<file path="src/hw/rtl/mwla_pkg.sv">
// Shared types, decay/gain tables and command structs for the load average block.
package mwla_pkg;

  localparam int CHANNELS = 6;
  localparam int CH_W     = (CHANNELS > 1) ? $clog2(CHANNELS) : 1;
  localparam int NWIN     = 3;

  localparam logic [63:0] ONE62 = 64'd1 << 62;

  // exponent arguments in Q2.62: per-ms decay and per-second gain
  localparam logic [63:0] Y_MS_SHORT  = ONE62 / 64'd60000;
  localparam logic [63:0] Y_MS_MEDIUM = ONE62 / 64'd300000;
  localparam logic [63:0] Y_MS_LONG   = ONE62 / 64'd900000;
  localparam logic [63:0] Y_S_SHORT   = ONE62 / 64'd60;
  localparam logic [63:0] Y_S_MEDIUM  = ONE62 / 64'd300;
  localparam logic [63:0] Y_S_LONG    = ONE62 / 64'd900;

  typedef logic [31:0][31:0] ftab_t;
  typedef logic [4:0]        bit_t;

  typedef enum logic [1:0] {
    WIN_SHORT,
    WIN_MEDIUM,
    WIN_LONG
  } win_t;

  typedef enum logic [2:0] {
    OP_NONE,
    OP_LOAD,
    OP_DELTA,
    OP_STEP,
    OP_AVG,
    OP_GAIN,
    OP_SUM,
    OP_COMMIT
  } op_t;

  typedef enum logic [2:0] {
    ST_IDLE,
    ST_DELTA,
    ST_BITS,
    ST_AVG,
    ST_GAIN,
    ST_SUM,
    ST_DONE
  } state_t;

  typedef struct packed {
    op_t  op;
    win_t win;
    bit_t bitsel;
  } dp_cmd_t;

  typedef struct packed {
    logic ch_ok;
    logic out_busy;
  } dp_sts_t;

  // floor(a * b / 2^62)
  function automatic logic [63:0] mul62(input logic [63:0] a, input logic [63:0] b);
    logic [127:0] prod;
    prod = {64'd0, a} * {64'd0, b};
    return prod[125:62];
  endfunction

  // exp(-y) in Q2.62 by alternating series
  function automatic logic [63:0] exp_neg62(input logic [63:0] y);
    logic [63:0] sum;
    logic [63:0] term;
    logic        stop;
    sum  = ONE62;
    term = ONE62;
    stop = 1'b0;
    for (int N = 1; N <= 60; N++) begin
      if (!stop) begin
        term = mul62(term, y) / N;
        if (term == 64'd0) begin
          stop = 1'b1;
        end else if (N % 2 == 1) begin
          sum = sum - term;
        end else begin
          sum = sum + term;
        end
      end
    end
    return sum;
  endfunction

  function automatic logic [31:0] to_q32(input logic [63:0] v);
    logic [63:0] r;
    r = (v + (64'd1 << 29)) >> 30;
    return (r > 64'hFFFF_FFFF) ? 32'hFFFF_FFFF : r[31:0];
  endfunction

  function automatic ftab_t factors(input logic [63:0] y);
    ftab_t       t;
    logic [63:0] v;
    v = exp_neg62(y);
    for (int i = 0; i < 32; i++) begin
      t[i] = to_q32(v);
      v    = mul62(v, v);
    end
    return t;
  endfunction

  localparam ftab_t FACTOR_TAB [NWIN] = '{
    factors(Y_MS_SHORT), factors(Y_MS_MEDIUM), factors(Y_MS_LONG)
  };

  localparam logic [31:0] GAIN_TAB [NWIN] = '{
    to_q32(ONE62 - exp_neg62(Y_S_SHORT)),
    to_q32(ONE62 - exp_neg62(Y_S_MEDIUM)),
    to_q32(ONE62 - exp_neg62(Y_S_LONG))
  };

endpackage

</file>
<file path="src/hw/rtl/multi_window_load_average.sv">
// Top level of the six-channel 1/5/15 minute load average block.
//
// Input stream: in_tuser carries the channel, in_tdata the timestamp in ms
// and the Q16.16 amount. Each accepted word updates that channel's three
// decaying averages; a query is a word with amount zero.
// Output stream: one word per input with the three new averages.
// A channel number out of range leaves state alone and returns zeros.
// Timing: one word at a time. A valid channel runs, per window, 32 delta-bit
// decay steps, one average multiply, one gain multiply and one add, with
// every multiply through a single 33x32 multiplier, plus delta and commit
// steps; an out-of-range channel goes straight from delta to commit.
// in_tready is high only while idle, so a new word is taken only after the
// last one is committed. A result waiting in the output register does not
// block the next input; the next result waits until the receiver takes it.
// Reset (synchronous, rst_n low) zeroes all timestamps and averages and
// drops any pending result.
module multi_window_load_average import mwla_pkg::*; (
  input  logic        clk,
  input  logic        rst_n,
  input  logic        in_tvalid,
  output logic        in_tready,
  input  logic [63:0] in_tdata,   // timestamp_ms[31:0], amount[63:32]
  input  logic [2:0]  in_tuser,   // channel[2:0]
  output logic        out_tvalid,
  input  logic        out_tready,
  output logic [95:0] out_tdata   // avg_short[31:0], avg_medium[63:32], avg_long[95:64]
);

  dp_cmd_t cmd;
  dp_sts_t sts;

  mwla_ctrl u_ctrl (
    .clk       (clk),
    .rst_n     (rst_n),
    .in_tvalid (in_tvalid),
    .in_tready (in_tready),
    .sts       (sts),
    .cmd       (cmd)
  );

  mwla_datapath u_datapath (
    .clk        (clk),
    .rst_n      (rst_n),
    .cmd        (cmd),
    .sts        (sts),
    .in_channel (in_tuser),
    .in_stamp   (in_tdata[31:0]),
    .in_amount  (in_tdata[63:32]),
    .out_tvalid (out_tvalid),
    .out_tready (out_tready),
    .out_tdata  (out_tdata)
  );

endmodule

</file>
<file path="src/hw/rtl/mwla_ctrl.sv">
// Sequencer for the load average update: walks windows and delta bits.
module mwla_ctrl import mwla_pkg::*; (
  input  logic    clk,
  input  logic    rst_n,
  input  logic    in_tvalid,
  output logic    in_tready,
  input  dp_sts_t sts,
  output dp_cmd_t cmd
);

  state_t state_r, state_nxt;
  win_t   win_r, win_nxt;
  bit_t   bit_r, bit_nxt;

  always_ff @(posedge clk) begin
    if (!rst_n) begin
      state_r <= ST_IDLE;
      win_r   <= WIN_SHORT;
      bit_r   <= '0;
    end else begin
      state_r <= state_nxt;
      win_r   <= win_nxt;
      bit_r   <= bit_nxt;
    end
  end

  always_comb begin
    state_nxt  = state_r;
    win_nxt    = win_r;
    bit_nxt    = bit_r;
    in_tready  = 1'b0;
    cmd.op     = OP_NONE;
    cmd.win    = win_r;
    cmd.bitsel = bit_r;
    unique case (state_r)
      ST_IDLE: begin
        in_tready = 1'b1;
        if (in_tvalid) begin
          cmd.op    = OP_LOAD;
          state_nxt = ST_DELTA;
        end
      end
      ST_DELTA: begin
        if (sts.ch_ok) begin
          cmd.op    = OP_DELTA;
          win_nxt   = WIN_SHORT;
          bit_nxt   = '0;
          state_nxt = ST_BITS;
        end else begin
          state_nxt = ST_DONE;
        end
      end
      ST_BITS: begin
        cmd.op  = OP_STEP;
        bit_nxt = bit_r + 5'd1;
        if (bit_r == '1) begin
          state_nxt = ST_AVG;
        end
      end
      ST_AVG: begin
        cmd.op    = OP_AVG;
        state_nxt = ST_GAIN;
      end
      ST_GAIN: begin
        cmd.op    = OP_GAIN;
        state_nxt = ST_SUM;
      end
      ST_SUM: begin
        cmd.op  = OP_SUM;
        bit_nxt = '0;
        if (win_r == WIN_LONG) begin
          state_nxt = ST_DONE;
        end else begin
          win_nxt   = win_t'(win_r + 2'd1);
          state_nxt = ST_BITS;
        end
      end
      ST_DONE: begin
        if (!sts.out_busy) begin
          cmd.op    = OP_COMMIT;
          state_nxt = ST_IDLE;
        end
      end
      default: begin
        state_nxt = ST_IDLE;
      end
    endcase
  end

endmodule

</file>
<file path="src/hw/rtl/mwla_datapath.sv">
// Channel state, shared multiplier, accumulate/saturate and output register.
module mwla_datapath import mwla_pkg::*; (
  input  logic          clk,
  input  logic          rst_n,
  input  dp_cmd_t       cmd,
  output dp_sts_t       sts,
  input  logic [2:0]    in_channel,
  input  logic [31:0]   in_stamp,
  input  logic [31:0]   in_amount,
  output logic          out_tvalid,
  input  logic          out_tready,
  output logic [95:0]   out_tdata
);

  logic [31:0] last_stamp_r [CHANNELS];
  logic [31:0] short_avg_r  [CHANNELS];
  logic [31:0] medium_avg_r [CHANNELS];
  logic [31:0] long_avg_r   [CHANNELS];

  logic [CH_W-1:0] ch_idx_r;
  logic            ch_ok_r;
  logic [31:0]     stamp_r;
  logic [31:0]     amount_r;
  logic [31:0]     delta_r;
  logic [32:0]     p_r;
  logic [31:0]     avgp_r;
  logic [31:0]     gp_r;
  logic [31:0]     res_r [NWIN];
  logic [95:0]     out_tdata_r;
  logic            out_tvalid_r;

  logic [32:0] mul_a;
  logic [31:0] mul_b;
  logic [64:0] mul_p;
  logic [31:0] avg_cur;
  logic [32:0] sum;
  logic [31:0] sat;

  always_comb begin
    unique case (cmd.win)
      WIN_SHORT:  avg_cur = short_avg_r[ch_idx_r];
      WIN_MEDIUM: avg_cur = medium_avg_r[ch_idx_r];
      WIN_LONG:   avg_cur = long_avg_r[ch_idx_r];
      default:    avg_cur = '0;
    endcase
  end

  always_comb begin
    mul_a = p_r;
    mul_b = FACTOR_TAB[cmd.win][cmd.bitsel];
    if (cmd.op == OP_AVG) begin
      mul_b = avg_cur;
    end else if (cmd.op == OP_GAIN) begin
      mul_a = {1'b0, amount_r};
      mul_b = GAIN_TAB[cmd.win];
    end
  end

  assign mul_p = 65'(mul_a) * 65'(mul_b);
  assign sum   = {1'b0, avgp_r} + {1'b0, gp_r};
  assign sat   = sum[32] ? 32'hFFFF_FFFF : sum[31:0];

  always_ff @(posedge clk) begin
    unique case (cmd.op)
      OP_LOAD: begin
        ch_idx_r <= CH_W'(in_channel);
        ch_ok_r  <= (32'(in_channel) < CHANNELS);
        stamp_r  <= in_stamp;
        amount_r <= in_amount;
        for (int w = 0; w < NWIN; w++) begin
          res_r[w] <= '0;
        end
      end
      OP_DELTA: begin
        delta_r <= stamp_r - last_stamp_r[ch_idx_r];
        p_r     <= 33'd1 << 32;
      end
      OP_STEP: begin
        if (delta_r[cmd.bitsel]) begin
          p_r <= mul_p[64:32];
        end
      end
      OP_AVG: begin
        avgp_r <= mul_p[63:32];
      end
      OP_GAIN: begin
        gp_r <= mul_p[63:32];
      end
      OP_SUM: begin
        res_r[cmd.win] <= sat;
        p_r            <= 33'd1 << 32;
      end
      OP_COMMIT: begin
        out_tdata_r <= {res_r[2], res_r[1], res_r[0]};
      end
      OP_NONE: begin
      end
      default: begin
      end
    endcase
  end

  always_ff @(posedge clk) begin
    if (!rst_n) begin
      out_tvalid_r <= 1'b0;
      for (int c = 0; c < CHANNELS; c++) begin
        last_stamp_r[c] <= '0;
        short_avg_r[c]  <= '0;
        medium_avg_r[c] <= '0;
        long_avg_r[c]   <= '0;
      end
    end else begin
      if (cmd.op == OP_COMMIT) begin
        out_tvalid_r <= 1'b1;
        if (ch_ok_r) begin
          last_stamp_r[ch_idx_r] <= stamp_r;
          short_avg_r[ch_idx_r]  <= res_r[0];
          medium_avg_r[ch_idx_r] <= res_r[1];
          long_avg_r[ch_idx_r]   <= res_r[2];
        end
      end else if (out_tvalid_r && out_tready) begin
        out_tvalid_r <= 1'b0;
      end
    end
  end

  assign sts.ch_ok    = ch_ok_r;
  assign sts.out_busy = out_tvalid_r && !out_tready;
  assign out_tvalid   = out_tvalid_r;
  assign out_tdata    = out_tdata_r;

endmodule

</file>
<file path="config.mk">
export PLATFORM = sky130hd
export DESIGN_NAME = multi_window_load_average
export DESIGN_NICKNAME = d
export VERILOG_FILES = /design/src/hw/rtl/mwla_pkg.sv /design/src/hw/rtl/multi_window_load_average.sv /design/src/hw/rtl/mwla_ctrl.sv /design/src/hw/rtl/mwla_datapath.sv
export SDC_FILE = /design/constraint.sdc
export NUM_CORES = 2
export LEC_CHECK = 0
export ABC_AREA = 1
export ABC_CLOCK_PERIOD_IN_PS = 16500
export BUFFER_PORTS_ARGS = -buffer_cell sky130_fd_sc_hd__buf_2
export CAP_MARGIN = 20
export CORE_UTILIZATION = 35
export DETAILED_ROUTE_END_ITERATION = 7
export GPL_TIMING_DRIVEN = 0
export PLACE_DENSITY = 0.6
export SLEW_MARGIN = 20
export SYNTH_ARGS = -nofsm -noshare
export SYNTH_HDL_FRONTEND = slang
export SYNTH_SLANG_ARGS = --single-unit
export TNS_END_PERCENT = 20
</file>
<file path="constraint.sdc">
create_clock -name clk -period 16.5 [get_ports clk]
set_input_delay 3.3 -clock clk [delete_from_list [all_inputs] [get_ports clk]]
set_output_delay 3.3 -clock clk [all_outputs]
set_load 0.01 [all_outputs]
</file>
Yosys cells after proc, flatten, opt, wreduce, memory -nomap -nowiden
Memory sizes are Yosys's and may differ from the RTL's. A register that Yosys moved wholly into a read port is not among the register bits. Cells that the tools add are included.

Bits in registers: 304. Bits in writable memories: 864. Bits of input ports: 71. Output and inout port bits: 98. Logic and storage cells: 132. Memories kept: 5.

$add $sub $neg: 4. Multipliers: 1. $lt $le $gt $ge: 3. Equal/unequal tests: 22. Mux-type cells: 64. Bitwise operators: 1. Reduce and logical (&&, ||, !) cells: 19.

Memories: u_datapath.last_stamp_r (depth 6, width 32, rd ports 1, clocked after Yosys merged registers in 1, write ports 6, line mwla_datapath.sv:15) `logic [31:0] last_stamp_r [CHANNELS];`; u_datapath.long_avg_r (depth 6, width 32, rd ports 1, clocked after Yosys merged registers in 1, write ports 6, line mwla_datapath.sv:18) `logic [31:0] long_avg_r [CHANNELS];`; u_datapath.medium_avg_r (depth 6, width 32, rd ports 1, clocked after Yosys merged registers in 1, write ports 6, line mwla_datapath.sv:17) `logic [31:0] medium_avg_r [CHANNELS];`; u_datapath.short_avg_r (depth 6, width 32, rd ports 1, clocked after Yosys merged registers in 1, write ports 6, line mwla_datapath.sv:16) `logic [31:0] short_avg_r [CHANNELS];`; u_datapath.res_r (depth 3, width 32, rd ports 3, clocked after Yosys merged registers in 0, write ports 3, line mwla_datapath.sv:28) `logic [31:0] res_r [NWIN];`.

Operators by type and width (number): binary-select mux 1024 bit (select 2 bit) (1); 2-to-1 mux 1024 bit (2); 2-to-1 mux 32 bit (11); binary-select mux 32 bit (select 5 bit) (1); OR reduction 32 bit (5); 2-to-1 mux 33 bit (3); case mux 32 bit (3 select lines) (1); case mux 33 bit (2 select lines) (1); multiplier 33 x 32 -> 65 bit (1); binary-select mux 32 bit (select 2 bit) (1); 2-to-1 mux 3 bit (14); case mux 3 bit (7 select lines) (2); adder 32 x 32 -> 33 bit (1); subtractor 32 bit (1); equality test 3 bit, second input constant (7); 2-to-1 mux 1 bit (19); case mux 5 bit (3 select lines) (1); equality test 3 x 2 -> 1 bit, second input constant (4); 2-to-1 mux 2 bit (4); equality test 3 x 1 -> 1 bit, second input constant (2); < comparator 5 x 6 -> 1 bit, second input constant (1); != test 2 x 1 -> 1 bit, second input constant (3); != test 2 bit, second input constant (3); AND reduction 3 bit (2); other kinds (19) (23).

Longest topological paths before layout
Depth after elaboration: 11. Mapped depth: 51. Depth with buffers taken out: 50.

By module
From an unflattened synthesis, not the netlist that was laid out.

Cell total of the unflattened synthesis: 10077. Area total of the unflattened synthesis: 97557.3 um^2.

By module, submodules not included: mwla_datapath (times used 1, cells each 9981, area each 96935.5 um^2, seq. area each 42510.8 um^2); mwla_ctrl (times used 1, cells each 96, area each 621.8 um^2, seq. area each 200.2 um^2).

Worst setup path before layout
Ideal clock, no wire load.

Path kind: input port to flip-flop. From: input out_tready. To: memory u_datapath.last_stamp_r[4][0] (enable). Setup time: 792 ps. Data arrival time: 14673 ps. Data required time: 15708 ps. Setup slack: 1035 ps. Stages on the path: 6. Path buffers: 0. Cells stage by stage: inv_1 -> nand2_1 -> nand2_1 -> inv_1 -> nand2_1 -> o21ai_0.

RTL lines: start: declaration (line multi_window_load_average.sv:25) `input logic out_tready,`; end: declaration (line mwla_datapath.sv:15).

Final worst setup path
From: register u_ctrl.win_r[0]. To: register u_datapath.p_r[20], data pin.

Cells in the longest elaborated chain, start to end: 11. Elaborated cells on any way between the ends: 18. Classes of those cells: 1 x mul; 2 x eq/ne; 13 x mux; 1 x bitwise; 1 x reduce/logical.

RTL lines: start: declaration (line mwla_ctrl.sv:12) `win_t win_r, win_nxt;`; start signal: assignment (line mwla_ctrl.sv:22) `win_r <= win_nxt;`; inverter 2 -> 3 bit (not written as such) (line mwla_datapath.sv:50, mwla_datapath.sv:55); binary-select mux 1024 bit (select 2 bit) (line mwla_datapath.sv:50) `mul_b = FACTOR_TAB[cmd.win][cmd.bitsel];`; 2-to-1 mux 1024 bit (not written as such) (2 in series) (line mwla_datapath.sv:50); binary-select mux 32 bit (select 5 bit) (line mwla_datapath.sv:50); 2-to-1 mux 32 bit (not written as such) (line mwla_datapath.sv:50); 2-to-1 mux 32 bit (line mwla_datapath.sv:53) `end else if (cmd.op == OP_GAIN) begin`; 2-to-1 mux 32 bit * (line mwla_datapath.sv:51) `if (cmd.op == OP_AVG) begin`; multiplier 33 x 32 -> 65 bit * (line mwla_datapath.sv:59) `assign mul_p = 65'(mul_a) * 65'(mul_b);`; 2-to-1 mux 33 bit * (line mwla_datapath.sv:79) `if (delta_r[cmd.bitsel]) begin`; case mux 33 bit (2 select lines) * (line mwla_datapath.sv:64) `unique case (cmd.op)`; end signal: assignment (line mwla_datapath.sv:76) `p_r <= 33'd1 << 32;`; end signal: assignment (line mwla_datapath.sv:80) `p_r <= mul_p[64:32];`; end signal: assignment (line mwla_datapath.sv:91) `p_r <= 33'd1 << 32;`; end: declaration (line mwla_datapath.sv:25) `logic [32:0] p_r;`.

Mark *: on every way between the ends. The rest lies on a longest branch, timed or not. The select of a mux whose other input is x is not followed. A chain may end at the register's enable or synchronous reset.

==> parameters.txt <==
Parameter                              Value

Logic synthesis
  Biggest area contributors in the synthesized netlist ... edfxtp_1 (44%), fa_1 (19%), nor2_1 (7.9%)
  EDFF count, synth ... 1413
  Cells after synthesis ... slightly below 10000
  Leading register cell type out of synthesis ... edfxtp_1
  Post-synth cell types ... 68
  Sequential element share of the synthesized area ... 0.442
  Number of storage elements in the synthesis netlist ... 1427
  Fraction of post-synthesis cell area in the top cell type by area ... 0.439
  Share of async-settable or async-resettable flops after synthesis ... 0
  Yosys synthesis warning count ... 0
  Most area-hungry cell type in the Yosys netlist ... edfxtp_1
  Post-synthesis net count ... roughly 11000
  Syn Std Cell Area ... 96600 um^2
  Syn Area/Cell ... 9.83 um^2

Final layout
  Footprint of the multi-input gates ... 46200 um^2
  Leading cell types in the layout, fill and taps excluded ... nor2_1 (2019), inv_1 (1470), edfxtp_1 (1413), nand2_1 (1251), fa_1 (927)
  Layout cell share with drive strength beyond 1 ... 0.0761
  Filler Cells Inserted ... 27100
  Filler-free cell count of the finished design ... 14000
  Flip-flop and latch area ... 42700 um^2
  Area growth, synth to finish ... 12.6%
  Layout net count ... 11500
  Leading cell type in the layout, fill and taps excluded ... nor2_1

GRT
  Number of antenna violations at the first check in global routing ... 24
  Pin count of the biggest net entering global routing ... 55
  Number of global-route vias before repair ... a little under 80000
  First-pass GRT wire length ... 568000 um
  Final global-route overflow total ... 0
  GRT Resource Usage Total ... 0.287

Die
  Core region area ... between 200000 and 300000 um^2
  Vertical extent of the die ... 527 um
  I/O pin cnt ... 169
  Die area ... roughly 280000 um^2
  Die width ... 527 um
  Count of standard-cell rows ... 192
  Initial cell density of the core ... 0.352

Routing
  Initial DRT Pass Iterations ... 8
  Post-Route WL ... 406000 um
  Count of unresolved DRC violations after routing ... 2
  DR vias ... approximately 78000
  Mean number of vias per cell ... 5.57
  Final ANT Viol Nets ... 0
  Routed len/inst ... 28.9 um
  Detailed Route Iter0 Violations ... approximately 10000

Timing
  Worst-case clock skew ... between 0.1 and 0.15 ns
  Final period util ... 0.760
  Peak Freq ... between 70 and 80 MHz
  Count of final max-slew check failures ... 0
  Final number of setup-violating endpoints ... 0
  Count of endpoints failing hold in the final timing report ... 0
  Transition at the pin with the smallest max-transition slack ... 1.25 ns
  Relative slew slack ... 0.168
  Unrepaired setup endpoints after global routing ... false
  Minimum period implied by the final worst setup slack ... about 13 ns

Placed design
  GP Congestion ... 1.01
  Total half-perimeter wirelength after legalization and detailed placement ... ~310000 um
  Quantity of I/O buffers inserted on ports ... 167
  Placed cells ... 13700

Worst setup path
  Largest delay contributor family on the critical path ... adder cells
  CP Capture Type ... flop
  Critical path data arrival time ... 13.07 ns
  Critical path startpoint category ... flop
  Combined buffer and inverter count along the critical path ... 8
  Required @ worst endpoint ... 17.02 ns
  Maximum cell stage delay along the critical path ... about 0.78 ns
  Library cell contributing the largest single delay on the critical path ... nand2_1
  Register-to-register setup slack ... 3.95 ns
  Critical path class ... flop to flop
  Cell type with the highest occurrence count on the critical path ... fa_1
  Max FO, Critical Path ... 10

Clocking
  Clock transition at the registers of the reported paths ... roughly 0.060 ns
  Number of CTS-inserted buffers ... 159
  Clock sink total ... 1427
  Clock insertion delay at the later pin of the skew report ... 0.88 ns
  TritonCTS clock tree ... built
  Cts-stage hold buffer count ... 0
  Clock root buffer master ... clkbuf_16
  Level count of the clock H-tree ... 4
  Longest Clk Path Bufs ... 4
  Gates resized, CTS repair ... 0
  Buffer count from post-CTS setup fixing ... 0

Status
  Failing checks ... DRC
  Result of the run ... finished with violations

Run
  Number of maximum-capacitance constraint violations ... 0

Min path
  Hold/Removal Path Class ... flop to flop
[kinds of logic (layout without fill, tap and decap cells)]
kind of cell	after synthesis	after routing	synth area share
AO/OA/AOI/OAI	1424	1424	0.0869
other	0	20	0
XOR/XNOR	76	76	0.00689
adder cells (fa/ha/maj)	1257	1257	0.235
flip-flops	1427	1427	0.442
buffers and inverters	2022	2523	0.0818
AND/OR/NAND/NOR	3619	3619	0.147
[sequential cells by signal, summed over array words and instances (netlist names), named ones only]
name	flops
u_datapath.out_tvalid	1
u_datapath.short_avg_r	256
u_ctrl.bit_r	5
u_datapath.ch_idx_r	3
u_datapath.avgp_r	32
u_datapath.delta_r	32
u_datapath.medium_avg_r	256
u_datapath.long_avg_r	256
u_datapath.p_r	33
u_datapath.last_stamp_r	256
u_datapath.amount_r	32
u_datapath.res_r	96
u_datapath.out_tdata	96
u_datapath.gp_r	32
u_ctrl.state_r	3
u_ctrl.win_r	2
u_datapath.ch_ok_r	1
u_datapath.stamp_r	32
[metal layers]
metal  global-route usage  share of wire  up-vias
met5                    0        0.00022        -
met2                0.437           0.44     4957
li1                     -              -    32600
met4                0.187          0.077       14
met1                0.368           0.38    39400
met3               0.0630           0.11     1079
[final cells by class]
class | count | area share
diodes | 20 | 0.000460
plain buffers | 509 | 0.0205
clock buffers | 195 | 0.0387
clock inverters | 75 | 0.00772
inverters | 1513 | 0.0523
multi-input cells | 6376 | 0.424
flip-flops and latches | 1427 | 0.393
well taps | 3686 | 0.0424
repair buffers | 231 | 0.0210
[cell usage after synthesis (3+ instances only)]
cell type and instances:
buf_1 11, buf_6 6, nand2_1 1259, inv_1 1472, nor2_1 2021, o21a_1 23
a21boi_1 6, o22ai_1 100, o21ai_2 7, nor4_1 14, o211ai_1 71, a21oi_2 3
nand2_4 6, a21o_1 9, edfxtp_1 1413, a31oi_1 32, inv_2 33, a21boi_0 9
o21ai_1 37, or2_2 36, xor2_1 40, buf_4 21, o221ai_1 160, clkinv_1 6
nand3_1 185, clkbuf_1 325, nand4_1 14, fa_1 927, ha_1 330, o21ai_0 693
a211oi_1 14, nor3_1 39, nand2_2 18, buf_2 146, o311ai_0 8, a21oi_1 225
nor2_2 4, nand3b_1 10, dfxtp_1 14, o2111ai_1 4, nor2_4 3, xnor2_1 36
[metrics by stage]
| stage | utilization | setup TNS, ns | instance area, um^2 | setup slack [ns] | hold slack [ns] |
|---|---|---|---|---|---|
| global placement | 0.372 | -2563.26 | 102000 | -10.99 | 0.440 |
| detailed placement | 0.378 | 0 | 104000 | 4.44 | 0.436 |
| finish | 0.397 | 0 | 109000 | 3.95 | 0.457 |
| global route | 0.397 | 0 | 109000 | 3.77 | 0.460 |
| floorplan | - | 0 | 96600 | 1.03 | 0.427 |
| CTS | 0.397 | 0 | 109000 | 4.38 | 0.448 |
[worst paths after layout]
path | to | cells past startpoint | from
max reg2reg | u_datapath.p_r[20]$_SDFFCE_PP0P_ | 36 | u_ctrl.win_r[0]$_SDFFE_PN0P_
min | u_datapath.out_tdata[95]$_DFFE_PP_ | 0 | u_datapath.res_r[2][31]$_SDFFCE_PN0P_
min reg2reg | u_datapath.out_tdata[95]$_DFFE_PP_ | 0 | u_datapath.res_r[2][31]$_SDFFCE_PN0P_
max | u_datapath.p_r[20]$_SDFFCE_PP0P_ | 36 | u_ctrl.win_r[0]$_SDFFE_PN0P_
Power is left out: the tool's default activity adds up to more than one toggle a clock period on the data nets, which glitch-free logic cannot reach.
